===== config.mk =====
export PLATFORM = sky130hd
export DESIGN_NAME = rib_queue
export DESIGN_NICKNAME = d
export VERILOG_FILES = /design/src/hdl/rib_queue.sv
export SDC_FILE = /design/constraint.sdc
export NUM_CORES = 1
export LEC_CHECK = 0
export BUFFER_PORTS_ARGS = -buffer_cell sky130_fd_sc_hd__buf_2
export CORE_AREA = 2 2 185 187
export CTS_CLUSTER_DIAMETER = 50
export DETAILED_ROUTE_END_ITERATION = 16
export DIE_AREA = 0 0 187 189
export MAX_ROUTING_LAYER = met4
export PLACE_DENSITY_LB_ADDON = 0.25
export SETUP_SLACK_MARGIN = 0.02
export SLEW_MARGIN = 20
export SYNTH_ARGS = -nofsm -noshare
export SYNTH_HDL_FRONTEND = slang
export SYNTH_SLANG_ARGS = --single-unit
export TNS_END_PERCENT = 1

===== constraint.sdc =====
create_clock -name clk_i -period 3.2 [get_ports clk_i]
set_input_delay 0 -clock clk_i [delete_from_list [all_inputs] [get_ports clk_i]]
set_output_delay 0 -clock clk_i [all_outputs]
set_load 0.02 [all_outputs]

===== src/hdl/rib_queue.sv =====
// ----------------------------------------------------------------------------
// rib_queue
// Result queue; holds finished beats while the sink stalls.
// ----------------------------------------------------------------------------
module rib_queue (
  input  logic        clk_i,
  input  logic        rst_ni,
  input  logic        push_i,
  input  logic [24:0] data_i,
  output logic        valid_o,
  input  logic        ready_i,
  output logic [24:0] data_o,
  output logic [3:0]  count_o
);

  logic [24:0] mem_q [8];
  logic [2:0]  wp_q, rp_q;
  logic [3:0]  cnt_q;
  logic        pop;

  assign pop = valid_o && ready_i;

  always_ff @(posedge clk_i or negedge rst_ni) begin
    if (!rst_ni) begin
      wp_q  <= '0;
      rp_q  <= '0;
      cnt_q <= '0;
    end else begin
      if (push_i) wp_q <= wp_q + 3'd1;
      if (pop) rp_q <= rp_q + 3'd1;
      cnt_q <= cnt_q + 4'(push_i) - 4'(pop);
    end
  end

  always_ff @(posedge clk_i) begin
    if (push_i) mem_q[wp_q] <= data_i;
  end

  assign valid_o = cnt_q != 4'd0;
  assign data_o  = mem_q[rp_q];
  assign count_o = cnt_q;

endmodule


* After elaboration in Yosys (flattened, before gate mapping)
Memory sizes are Yosys's and may differ from the RTL's.
Index checks and enable logic that the tools add are counted.
** Word-level totals
- Bits in registers :: 10
- Bits in writable memories :: 200
- Input bits :: 29
- Output and inout bits :: 30
- Logic and storage cells :: 12
- Memories :: 1
** Memories
- mem_q :: depth 8, width 25, rd ports 1, clocked after Yosys merged registers in 0, wr ports 1, line 16 : logic [24:0] mem_q [8];
** Operators by class
- $add $sub $neg :: 4
- Multiplexer cells :: 2
- Reductions and logical operators :: 2
** Operator list (number)
- $add 3x1->3 const B :: 2
- $add 4x1->4 :: 1
- $reduce_bool 4->1 :: 1
- $sub 4x1->4 :: 1
- $mux 1 :: 2
- $logic_and 1x1->1 :: 1

* Longest topological paths before layout
- Depth in word-level cells :: 3
- Gate-level depth with buffers :: 11
- Gate-level depth less buffers :: 11

* Least setup slack after synthesis
OpenSTA, ideal clock, no wires.
- Path type :: register to register
- Start point :: register wp_q[1]
- End point :: memory mem_q[0][0] (enable)
- Setup time :: 0.438 ns
- Arrival time :: 2.310 ns
- Data required time :: 2.762 ns
- Path slack :: 0.452 ns
- Stages on the path, launching flop included :: 3
- Buffers on the path :: 0
- Clock period less this slack :: 2.748 ns
- Cell sequence :: dfrtp_1 nand2b_1 nor3_1
** RTL lines
- start: declaration :: line 17 : logic [2:0] wp_q, rp_q;
- start signal: assignment :: line 29 : if (push_i) wp_q <= wp_q + 3'd1;
- end: declaration :: line 16
No word-level cell before the write port.

* Final worst setup path
- Start point :: register cnt_q[2], in the netlist count_o[2]
- End point :: register cnt_q[2], in the netlist count_o[2]
** Between the ends
- Cells in the longest elaborated chain, start to end :: 3
- Elaborated cells between the ends (all ways) :: 4
- Those cells by class :: 2 x add/sub; 2 x reduce/logical
** RTL lines
- start: declaration :: line 18 : logic [3:0] cnt_q;
- start signal: assignment :: line 31 : cnt_q <= cnt_q + 4'(push_i) - 4'(pop);
- $reduce_bool 4->1 :: line 39 : assign valid_o = cnt_q != 4'd0;
- $logic_and 1x1->1 :: line 21 : assign pop = valid_o && ready_i;
- net pop :: line 19 : logic pop;
- $sub 4x1->4 :: line 31
The timed path passes the listed nets, and every way through them passes these cells.
A chain may end at the register's enable or synchronous reset.

==> impl_metrics.env <==
export IMPL_clk_pin_slew_ps=60
export IMPL_final_nets=494
export IMPL_grt_pass1_wl_um=25900
export IMPL_die_x_um=187
export IMPL_dieArea_um2=35300
export IMPL_synth_common_cells="200 x edfxtp_1, 49 x mux4_1, 27 x mux2_2"
export IMPL_slew_headroom=0.644
export IMPL_synthesis_area_um2=8260
export IMPL_crit_chain="inv_1 > ha_1 > or3b_2 > nand2_1 > inv_1 > ha_1 > inv_1 > ha_1 > inv_1 > fa_1 > xnor2_1"
export IMPL_ys_seq_elements=210
export IMPL_core_area_um2=33300
export IMPL_grt_overflow=0
export IMPL_drtIter0Drc=209
export IMPL_synthFlopType="edfxtp_1"
export IMPL_ys_top_cells_by_area="edfxtp_1 73%, mux4_1 16%, mux2_2 3.7%"
export IMPL_syn2layout_area_growth_pct=26.0
export IMPL_cp_start_kind="register"
export IMPL_track_usage=0.101
export IMPL_numCtsBuffers=26
export IMPL_drt_wirelength_per_cell_um=18.5
export IMPL_yosysMostFrequentCell="edfxtp_1"
export IMPL_min_path_type="in2reg"
export IMPL_finalCritPeriodShare=0.784
export IMPL_fin_hold_ws_ps=281
export IMPL_cts_sinks=210
export IMPL_clock_latency_ps=530
export IMPL_place_congestion=0.683
export IMPL_p_per_area_nw_per_um2=908
export IMPL_leakage_nw=3.58
export IMPL_post_cts_buffers=0
export IMPL_crit_family="adder cells"
export IMPL_grt_pass1_vias=4158
export IMPL_synth_top_cell_area_share=0.727
export IMPL_setup_viol=0
export IMPL_cts_resized=0
export IMPL_routed_wl_um=17100
export IMPL_slew_viol_final=0
export IMPL_fin_skew_ps=24.7
export IMPL_vias=3794
export IMPL_dr_pass1_iters=4
export IMPL_grt_max_degree=51
export IMPL_syn_area_per_cell_um2=24.0
export IMPL_crit_fanout=3
export IMPL_die_y_um=189
export IMPL_cts_root_buf="clkbuf_16"
export IMPL_cts_tree="done"
export IMPL_tns_ps=0
export IMPL_worstSetupPathType="reg2reg"
export IMPL_syn_num_nets=381
export IMPL_drive_gt1_frac=0.317
export IMPL_vdd_drop_max_mv=0.356
export IMPL_hold_violations=0
export IMPL_fin_crit_ps=2510
export IMPL_tightest_slew_ps=533
export IMPL_crit_required_ps=3590
export IMPL_cts_htree_levels=1
export IMPL_slowest_delay_ps=470
export IMPL_rows=67
export IMPL_cp_common_cell="inv_1"
export IMPL_via_per_inst=4.10
export IMPL_start_util=0.248
export IMPL_rsz0062_at_grt="false"
export IMPL_n_fill_cell=3212
export IMPL_ys_warn_count=0
export IMPL_antenna_left=0
export IMPL_cp_end_kind="register"
export IMPL_maxCapViolations=0
export IMPL_status="complete, no violations"
export IMPL_pin_count=59
export IMPL_clockBufferDepth=3
export IMPL_numPortBuffers=58
export IMPL_async_flop_share=0.0476
export IMPL_fmax_ghz=0.399
export IMPL_drc=0
export IMPL_dp_hpwl_um=9790
export IMPL_synth_edff_count=200
export IMPL_synth_top_cell_by_area="edfxtp_1"
export IMPL_synth_cell_types=21
export IMPL_cp_buffers_inverters=4
export IMPL_final_util=0.313
export IMPL_cp_slowest_cell="or3b_2"
export IMPL_ys_seq_area_frac=0.758
export IMPL_cp_arrival_ps=2900
export IMPL_antenna_found_initial=1
export IMPL_synthCells=344
## repair_timing
action	4_1_cts	5_1_grt
hold buffers	29	0
endpoints found under the setup margin	0	0
endpoints found under the hold margin	217	0
## layout make-up
type	count	area, um2	share of cell area
tap	448	561	0.0539
clock buffer	29	662	0.0636
inverter	9	33.8	0.00325
antenna	1	2.50	0.000240
timing repair buffer	100	753	0.0724
clock inverter	18	213	0.0204
multi-input combinational	110	1920	0.185
sequential	210	6260	0.601
## cells by family after synthesis
kind of cell / after synthesis / synth area share
xor gates and xnor gates: 6 / 0.00636
buffers and inverters: 24 / 0.0164
muxes: 77 / 0.195
AOI/OAI and AO/OA: 2 / 0.00151
and+or+nand+nor: 17 / 0.00970
adders and majority gates: 8 / 0.0130
DFF: 210 / 0.758
## through the flow
stage	std cells	cell area (um2)	setup slack, ps	power, W
after floorplan	344	8260	452	0.00565
after global placement	848	9240	797	0.00662
after detailed placement	848	9240	705	0.00669
after CTS	924	10400	685	0.00965
after global routing	925	10400	528	0.00993
final	925	10400	693	0.00945
## report_power, final
| group | internal, W | switching, W | leakage (nW) |
|---|---|---|---|
| clock network | 0.00176 | 0.00114 | 0.422 |
| logic | 0.00130 | 0.00162 | 1.23 |
| registers | 0.00348 | 0.000160 | 1.93 |
| total | 0.00653 | 0.00291 | 3.58 |
## final timing paths
path | startpoint | to | slack (ps) | cells after the start
hold / removal | data_i[4] | mem_q[2][4] | 280 | 2
setup reg to reg | count_o[2] | count_o[2] | 690 | 11
hold reg to reg | rp_q[0] | rp_q[0] | 510 | 1
max in group asynchronous | rst_ni | rp_q[0] | 2330 | 3
setup / recovery | count_o[2] | count_o[2] | 690 | 11
min in group asynchronous | rst_ni | wp_q[0] | 520 | 3
## state kept, by name (all words and copies together), names as in the netlist
register,count
count_o,4
mem_q,200
rp_q,3
wp_q,3
## cell usage in the layout (no fill, tap or decap), types with 2 or more instances in the layout
cell	instances
buf_12	6
nand2_1	4
nor2_4	6
dfrtp_1	8
mux4_1	49
clkinv_8	2
clkinv_2	3
buf_4	7
mux2_2	27
clkinv_1	3
edfxtp_1	200
clkbuf_1	3
xnor2_1	4
dlygate4sd3_1	29
buf_2	58
clkinvlp_4	2
nor3_2	2
clkbuf_16	26
bufinv_16	3
clkinv_4	2
inv_8	2
nand2b_1	3
ha_1	7
dfrtp_2	2
xor2_1	2
inv_1	9
## metal layers
layer / track usage / up-vias / share of wire / routed length, um
met2: 0.179 / 62 / 0.52 / 8870
met3: 0.0182 / 27 / 0.037 / 641
met5: - / - / 0 / 0
li1: - / 1708 / - / -
met1: 0.116 / 1997 / 0.43 / 7290
met4: 0.0296 / 0 / 0.020 / 340
Note: power is estimated with default switching activity, not from simulation.
