<file path="config.mk">
export PLATFORM = sky130hd
export DESIGN_NAME = rib_front
export DESIGN_NICKNAME = d
export VERILOG_FILES = /design/src/hdl/rib_pkg.sv /design/src/hdl/rib_front.sv
export SDC_FILE = /design/constraint.sdc
export NUM_CORES = 2
export LEC_CHECK = 0
export BUFFER_PORTS_ARGS = -buffer_cell sky130_fd_sc_hd__buf_2
export CORE_ASPECT_RATIO = 0.5
export CORE_UTILIZATION = 60
export CTS_CLUSTER_SIZE = 20
export DETAILED_ROUTE_END_ITERATION = 8
export PLACE_DENSITY_LB_ADDON = 0.05
export RECOVER_POWER = 25
export SLEW_MARGIN = 20
export SYNTH_ARGS = -nofsm -noshare
export SYNTH_HDL_FRONTEND = slang
export SYNTH_SLANG_ARGS = --single-unit
</file>
<file path="constraint.sdc">
create_clock -name clk_i -period 7 [get_ports clk_i]
set_input_delay 1.4 -clock clk_i [delete_from_list [all_inputs] [get_ports clk_i]]
set_output_delay 1.4 -clock clk_i [all_outputs]
set_load 0.01 [all_outputs]
</file>
<file path="src/hdl/rib_pkg.sv">
// ----------------------------------------------------------------------------
// rib_pkg
// Shared types and constants for the inverse-mapped bilinear rotation block.
// ----------------------------------------------------------------------------
package rib_pkg;

  localparam int unsigned DimBits  = 8;
  localparam int unsigned FracBits = 14;
  localparam int unsigned PosBits  = FracBits + 15;

  typedef logic signed [PosBits-1:0] pos_t;

  typedef enum logic [2:0] {
    REG_COS = 3'd0,
    REG_SIN = 3'd1,
    REG_CX  = 3'd2,
    REG_CY  = 3'd3,
    REG_COLS = 3'd4,
    REG_ROWS = 3'd5
  } reg_idx_e;

  typedef struct packed {
    logic [DimBits-1:0] x0;
    logic [DimBits-1:0] y0;
    logic [7:0]         fx;
    logic [7:0]         fy;
    logic               in_frame;
  } samp_t;

endpackage

</file>
<file path="src/hdl/rib_front.sv">
// ----------------------------------------------------------------------------
// rib_front
// Maps an output pixel back through the rotation and classifies it.
// Two register stages: products, then sum and bounds check.
// ----------------------------------------------------------------------------
module rib_front (
  input  logic               clk_i,
  input  logic               rst_ni,
  input  logic               en_i,
  input  logic               valid_i,
  input  logic [7:0]         row_i,
  input  logic [7:0]         col_i,
  input  logic signed [15:0] cos_i,
  input  logic signed [15:0] sin_i,
  input  logic [8:0]         cx_i,
  input  logic [8:0]         cy_i,
  input  logic [8:0]         cols_i,
  input  logic [8:0]         rows_i,
  output logic               valid_o,
  output rib_pkg::samp_t     samp_o
);

  logic signed [9:0]  dx, dy;
  logic signed [26:0] pxc_q, pys_q, pxs_q, pyc_q;
  rib_pkg::pos_t      cxs_q, cys_q;
  logic               v1_q, v2_q;
  rib_pkg::pos_t      sx, sy;
  rib_pkg::pos_t      xlim, ylim;
  logic [8:0]         cl, rl;
  rib_pkg::samp_t     samp_q;

  assign dx = $signed({1'b0, col_i, 1'b0}) - $signed({1'b0, cx_i});
  assign dy = $signed({1'b0, row_i, 1'b0}) - $signed({1'b0, cy_i});

  always_ff @(posedge clk_i or negedge rst_ni) begin
    if (!rst_ni) begin
      v1_q <= 1'b0;
      v2_q <= 1'b0;
    end else if (en_i) begin
      v1_q <= valid_i;
      v2_q <= v1_q;
    end
  end

  always_ff @(posedge clk_i) begin
    if (en_i) begin
      pxc_q <= 27'(dx * cos_i);
      pys_q <= 27'(dy * sin_i);
      pxs_q <= 27'(dx * sin_i);
      pyc_q <= 27'(dy * cos_i);
      cxs_q <= rib_pkg::pos_t'(cx_i) <<< rib_pkg::FracBits;
      cys_q <= rib_pkg::pos_t'(cy_i) <<< rib_pkg::FracBits;
    end
  end

  assign cl = (cols_i < 9'd2) ? 9'd2 : (cols_i > 9'd256) ? 9'd256 : cols_i;
  assign rl = (rows_i < 9'd2) ? 9'd2 : (rows_i > 9'd256) ? 9'd256 : rows_i;
  assign xlim = rib_pkg::pos_t'(9'(cl - 9'd1)) <<< (rib_pkg::FracBits + 1);
  assign ylim = rib_pkg::pos_t'(9'(rl - 9'd1)) <<< (rib_pkg::FracBits + 1);
  assign sx = rib_pkg::pos_t'(pxc_q) + rib_pkg::pos_t'(pys_q) + cxs_q;
  assign sy = rib_pkg::pos_t'(pyc_q) - rib_pkg::pos_t'(pxs_q) + cys_q;

  always_ff @(posedge clk_i) begin
    if (en_i) begin
      samp_q.in_frame <= (sx > 0) && (sy > 0) && (sx < xlim) && (sy < ylim);
      samp_q.x0 <= sx[rib_pkg::FracBits+8 -: 8];
      samp_q.y0 <= sy[rib_pkg::FracBits+8 -: 8];
      samp_q.fx <= sx[rib_pkg::FracBits -: 8];
      samp_q.fy <= sy[rib_pkg::FracBits -: 8];
    end
  end

  assign valid_o = v2_q;
  assign samp_o  = samp_q;

endmodule

</file>
; ---- Word-level counts from Yosys, hierarchy flattened
; Cells that the tools add are included.
[totals]
register_bits = 157
inputBits = 88
out_inout_bits = 34
word_cells = 40
[op_classes]
addsub = 8
n_mul = 4
order_cmp = 8
muxes = 4
reduce_logical = 3
[ops]
columns = operator, count
row1 = $mul A10 B16 Y26, 4
row2 = $add A27 B24 Y28, 2
row3 = $gt A28 B1 Y1 const B, 2
row4 = $lt A28 B25 Y1, 2
row5 = $mux W9, 4
row6 = $add A26 B26 Y27, 1
row7 = $sub A26 B26 Y27, 1
row8 = $sub A9 B9 Y10, 2
row9 = $gt A9 B9 Y1 const B, 2
row10 = $lt A9 B2 Y1 const B, 2
row11 = $sub A9 B1 Y9 const B, 2
row12 = $logic_and A1 B1 Y1, 3

; ---- Depth between registers and ports, before layout
[depth]
depth_word = 7
mapped_depth = 33
depth_no_buf = 32

; ---- Worst setup path after synthesis
; Ideal clock, no wire load.
[synth_path]
kind = input-to-reg
from = input cx_i[1]
to = register pxc_q[24] (data pin)
setup_ns = 0.258
arrival_time_ns = 8.159
t_required_ns = 6.742
setup_slack_ns = -1.417
cell_stages = 31
n_path_buf = 1
path_cell_list = inv_1 > ha_1 > nor2b_1 > o21ai_0 > nand2b_1 > a21o_1 > a21o_1 > a21o_1 > a21o_1 > a21o_1 > a21o_1 > clkbuf_1 > or2_2 > fa_1 > fa_1 > inv_1 > fa_1 > fa_1 > inv_1 > fa_1 > inv_1 > ha_1 > and3_1 > o311a_1 > o31ai_1 > nor3_1 > a2111oi_0 > o21ai_0 > a21o_1 > a21oi_1 > xnor2_1
[synth_between]
elab_chain_len = 2
[synth_lines]
columns = element, line
row1 = "start, declared", rib_front.sv:15  ; input logic [8:0] cx_i,
row2 = $sub A9 B9 Y10, rib_front.sv:32  ; assign dx = $signed({1'b0, col_i, 1'b0}) - $signed({1'b0, cx_i});
row3 = $mul A10 B16 Y26, rib_front.sv:47  ; pxc_q <= 27'(dx * cos_i);
row4 = "end signal, assigned", rib_front.sv:47
row5 = "end, declared", rib_front.sv:24  ; logic signed [26:0] pxc_q, pys_q, pxs_q, pyc_q;
; Every way passes these cells.
; A chain may end at the register's enable or synchronous reset.

; ---- Worst setup path after layout
[layout_path]
from = input cx_i[1]
to = register, netlist name pxs_q[25]
[layout_between]
elab_chain_len = 2
[layout_lines]
columns = element, line
row1 = $sub A9 B9 Y10, rib_front.sv:32
row2 = $mul A10 B16 Y26, rib_front.sv:49  ; pxs_q <= 27'(dx * sin_i);
; Every way passes these cells.

==> impl_metrics.csv <==
group,metric,value,unit
synth,synth_edf_count,155,
drt,routed_wl,85700,um
final_layout,final-seq-area,0.00470,mm^2
sta,setup_violations,103,
synth,synth_area,0.0329,mm^2
synth,yosys.area_share.xor_xnor,4.48,%
sta,period_share,110,%
sta,final_max_slew_viol_count,103,
placement,place_congestion,0.936,
sta,tightest_slew,6.47,ns
global_route,grt_pass1_vias,26000,
drt,vias,25000,
clock_network,numCtsBuffers,17,
sta,fmaxAchievable,130,MHz
global_route,grt_pass1_wl,138000,um
synth,yosysUniqueCellTypes,64,
floorplan,die_width,333,um
synth,ys.flop_type,"edfxtp_1",
critical_path,worstSetupPathType,"in -> reg",
clock_network,htreeDepth,4,
floorplan,core,0.0539,mm^2
final_layout,nFillCells,4078,
synth,syn_avg_cell_area,9.37,um^2
status,violations,"capacitance limit, slew limit, setup timing",
synth,seq_area_frac_synth,14.3,%
clock_network,root_buffer,"clkbuf_16",
hold_path,min_path_type,"reg -> reg",
critical_path,critPathArrivalTime,7.93,ns
drt,drc,0,
clock_network,hold_buffers,0,
synth,synth_seq_cells,157,
critical_path,r2r_slack,0.67,ns
final_layout,multi_input_area,0.0260,mm^2
global_route,gr-total-overflow,0,
final_layout,layout.nets,4963,
critical_path,cp_max_fo,3,
floorplan,die_area,0.0558,mm^2
clock_network,cts_buffer_depth,2,
hold_path,hold_path_depth,1,
sta,rsz0062_at_grt,"true",
critical_path,critPathMaxStageDelay,0.50,ns
placement,io_buffers,121,
flow_run,drv_cap,1,
synth,synth-compound-area-share,6.87,%
clock_network,clk_pin_slew,0.08,ns
drt,ant_nets,0,
status,run_status,"finished, violations left",
final_layout,final_cell_mix,"804 x inv_1, 566 x fa_1, 350 x buf_4",
drt,viasPerCell,5.37,
synth,yosys.area_share.simple,14.3,%
synth,synth_top_family_by_area,"adder cells",
synth,async_reset_ff_share,1.27,%
sta,fin_skew,0.0266,ns
global_route,antenna_found_initial,9,
clock_network,clock_latency,0.48,ns
drt,drt_iter0_markers,1736,
sta,fin_crit,7.72,ns
final_layout,drive_above_1_share,19.9,%
global_route,grt_start_max_net_pins,103,
sta,setup_slack,-0.717,ns
floorplan,top_level_ports,122,
sta,whs,0.509,ns
critical_path,r2r_cells,22,
sta,slew_headroom,-331,%
critical_path,end_kind,"flip-flop",
floorplan,die_h,167,um
synth,ys_warn_count,0,
critical_path,start_kind,"input port",
final_layout,area_growth_syn_to_layout,19.7,%
floorplan,start_util,61.0,%
final_layout,final_common_cell,"inv_1",
floorplan,fp-row-count,60,
critical_path,crit_required,7.22,ns
synth,post_synth_fa_ha_maj_area_fraction,49.1,%
clock_network,clock-sinks,157,
synth,syn_nets,4539,
sta,finalHoldViolCount,0,
critical_path,cpMostUsedCell,"a21o_1",
synth,muxShareOfSynthArea,0.164,%
drt,detail_route.first_pass.iterations,6,
critical_path,crit_path_top_delay_cell,"fa_1",
global_route,grtUsageTotal,31.9,%
placement,post-dp-hpwl,70700,um
synth,syn-instance-count,3509,
drt,wire_per_inst,18.4,um
clock_network,cts_tree,"yes",
final timing paths:
| path | startpoint | end |
|---|---|---|
| worst max register to register | pyc_q[1]$_DFFE_PP_ | samp_o[0]$_DFFE_PP_ |
| worst min register to register | v1_q$_DFFE_PN0P_ | v1_q$_DFFE_PN0P_ |
| worst max-delay path | cx_i[1] | pxs_q[25]$_DFFE_PP_ |
| max in group asynchronous | rst_ni | valid_o$_DFFE_PN0P_ |
| min in group asynchronous | rst_ni | v1_q$_DFFE_PN0P_ |
| worst min-delay path | v1_q$_DFFE_PN0P_ | v1_q$_DFFE_PN0P_ |
kinds of logic after synthesis:
kind of cell    after synthesis
fa+ha+maj                   942
xor+xnor                    168
mux                           5
simple gates                931
compound gates              358
flops                       157
buf+inv                     948
state kept, by name, summed over array words and instances, names as in the netlist:
| register | count |
|---|---|
| pxs_q | 26 |
| pyc_q | 26 |
| pxc_q | 26 |
| pys_q | 26 |
| cxs_q | 9 |
| samp_o | 33 |
| v1_q | 1 |
| valid_o | 1 |
| cys_q | 9 |
stage by stage:
stage                     worst slack, ns  utilization, %  cell area [um^2]  TNS (ns)  cells
after global placement              -1.30            69.6             37500    -47.32   4597
final                              -0.717            73.0             39300    -22.38   4661
after CTS                          -0.679            71.8             38700    -14.18   4657
after global routing               -0.966            73.0             39300    -46.27   4660
after floorplan                    -0.736               -             33400    -12.77   3509
after detailed placement            -1.47            69.6             37500    -52.50   4597
layout make-up:
type	instances	share of cell area [%]
flip-flops and latches	157	12.0
diodes	2	0.0127
repair buffers	533	10.4
multi-input cells	2404	66.0
clock buffers	18	1.09
inverters	820	7.87
clock inverters	14	0.347
well taps	713	2.27
Yosys cell counts (all sizes together), types with 48 or more instances:
| cell type | count | area share, % |
|---|---|---|
| ha | 364 | 14 |
| xnor2 | 128 | 3.4 |
| a21o | 48 | 1.1 |
| inv | 820 | 9.4 |
| nand2 | 327 | 3.7 |
| and2 | 241 | 4.6 |
| fa | 578 | 35 |
| o21ai | 78 | 1.2 |
| nand2b | 71 | 1.4 |
| clkbuf | 128 | 1.5 |
| edfxtp | 155 | 14 |
| a21oi | 113 | 1.7 |
| nor2 | 119 | 1.4 |
worst max-delay path, delay by kind of cell:
| family | cells | cell delay, ns |
|---|---|---|
| AO/OA/AOI/OAI | 14 | 2.51 |
| XOR/XNOR | 1 | 0.09 |
| adder cells (fa/ha/maj) | 7 | 2.83 |
| buffers and inverters | 5 | 0.30 |
| AND/OR/NAND/NOR | 6 | 0.79 |
what timing repair did:
item | CTS | global route
resized for setup | 99 | 138
buffers inserted | 34 | 18
pin swaps | 81 | 81
endpoints found under the setup margin | 51 | 56
layer usage:
layer | global-route usage [%] | part of all wire, %
met3 | 7.55 | 8.9
met4 | 6.55 | 1.8
met5 | 0 | 0
met1 | 46.2 | 44
met2 | 49.2 | 45
Power is left out: the tool's default activity adds up to more than one toggle a clock period on the data nets, which glitch-free logic cannot reach.
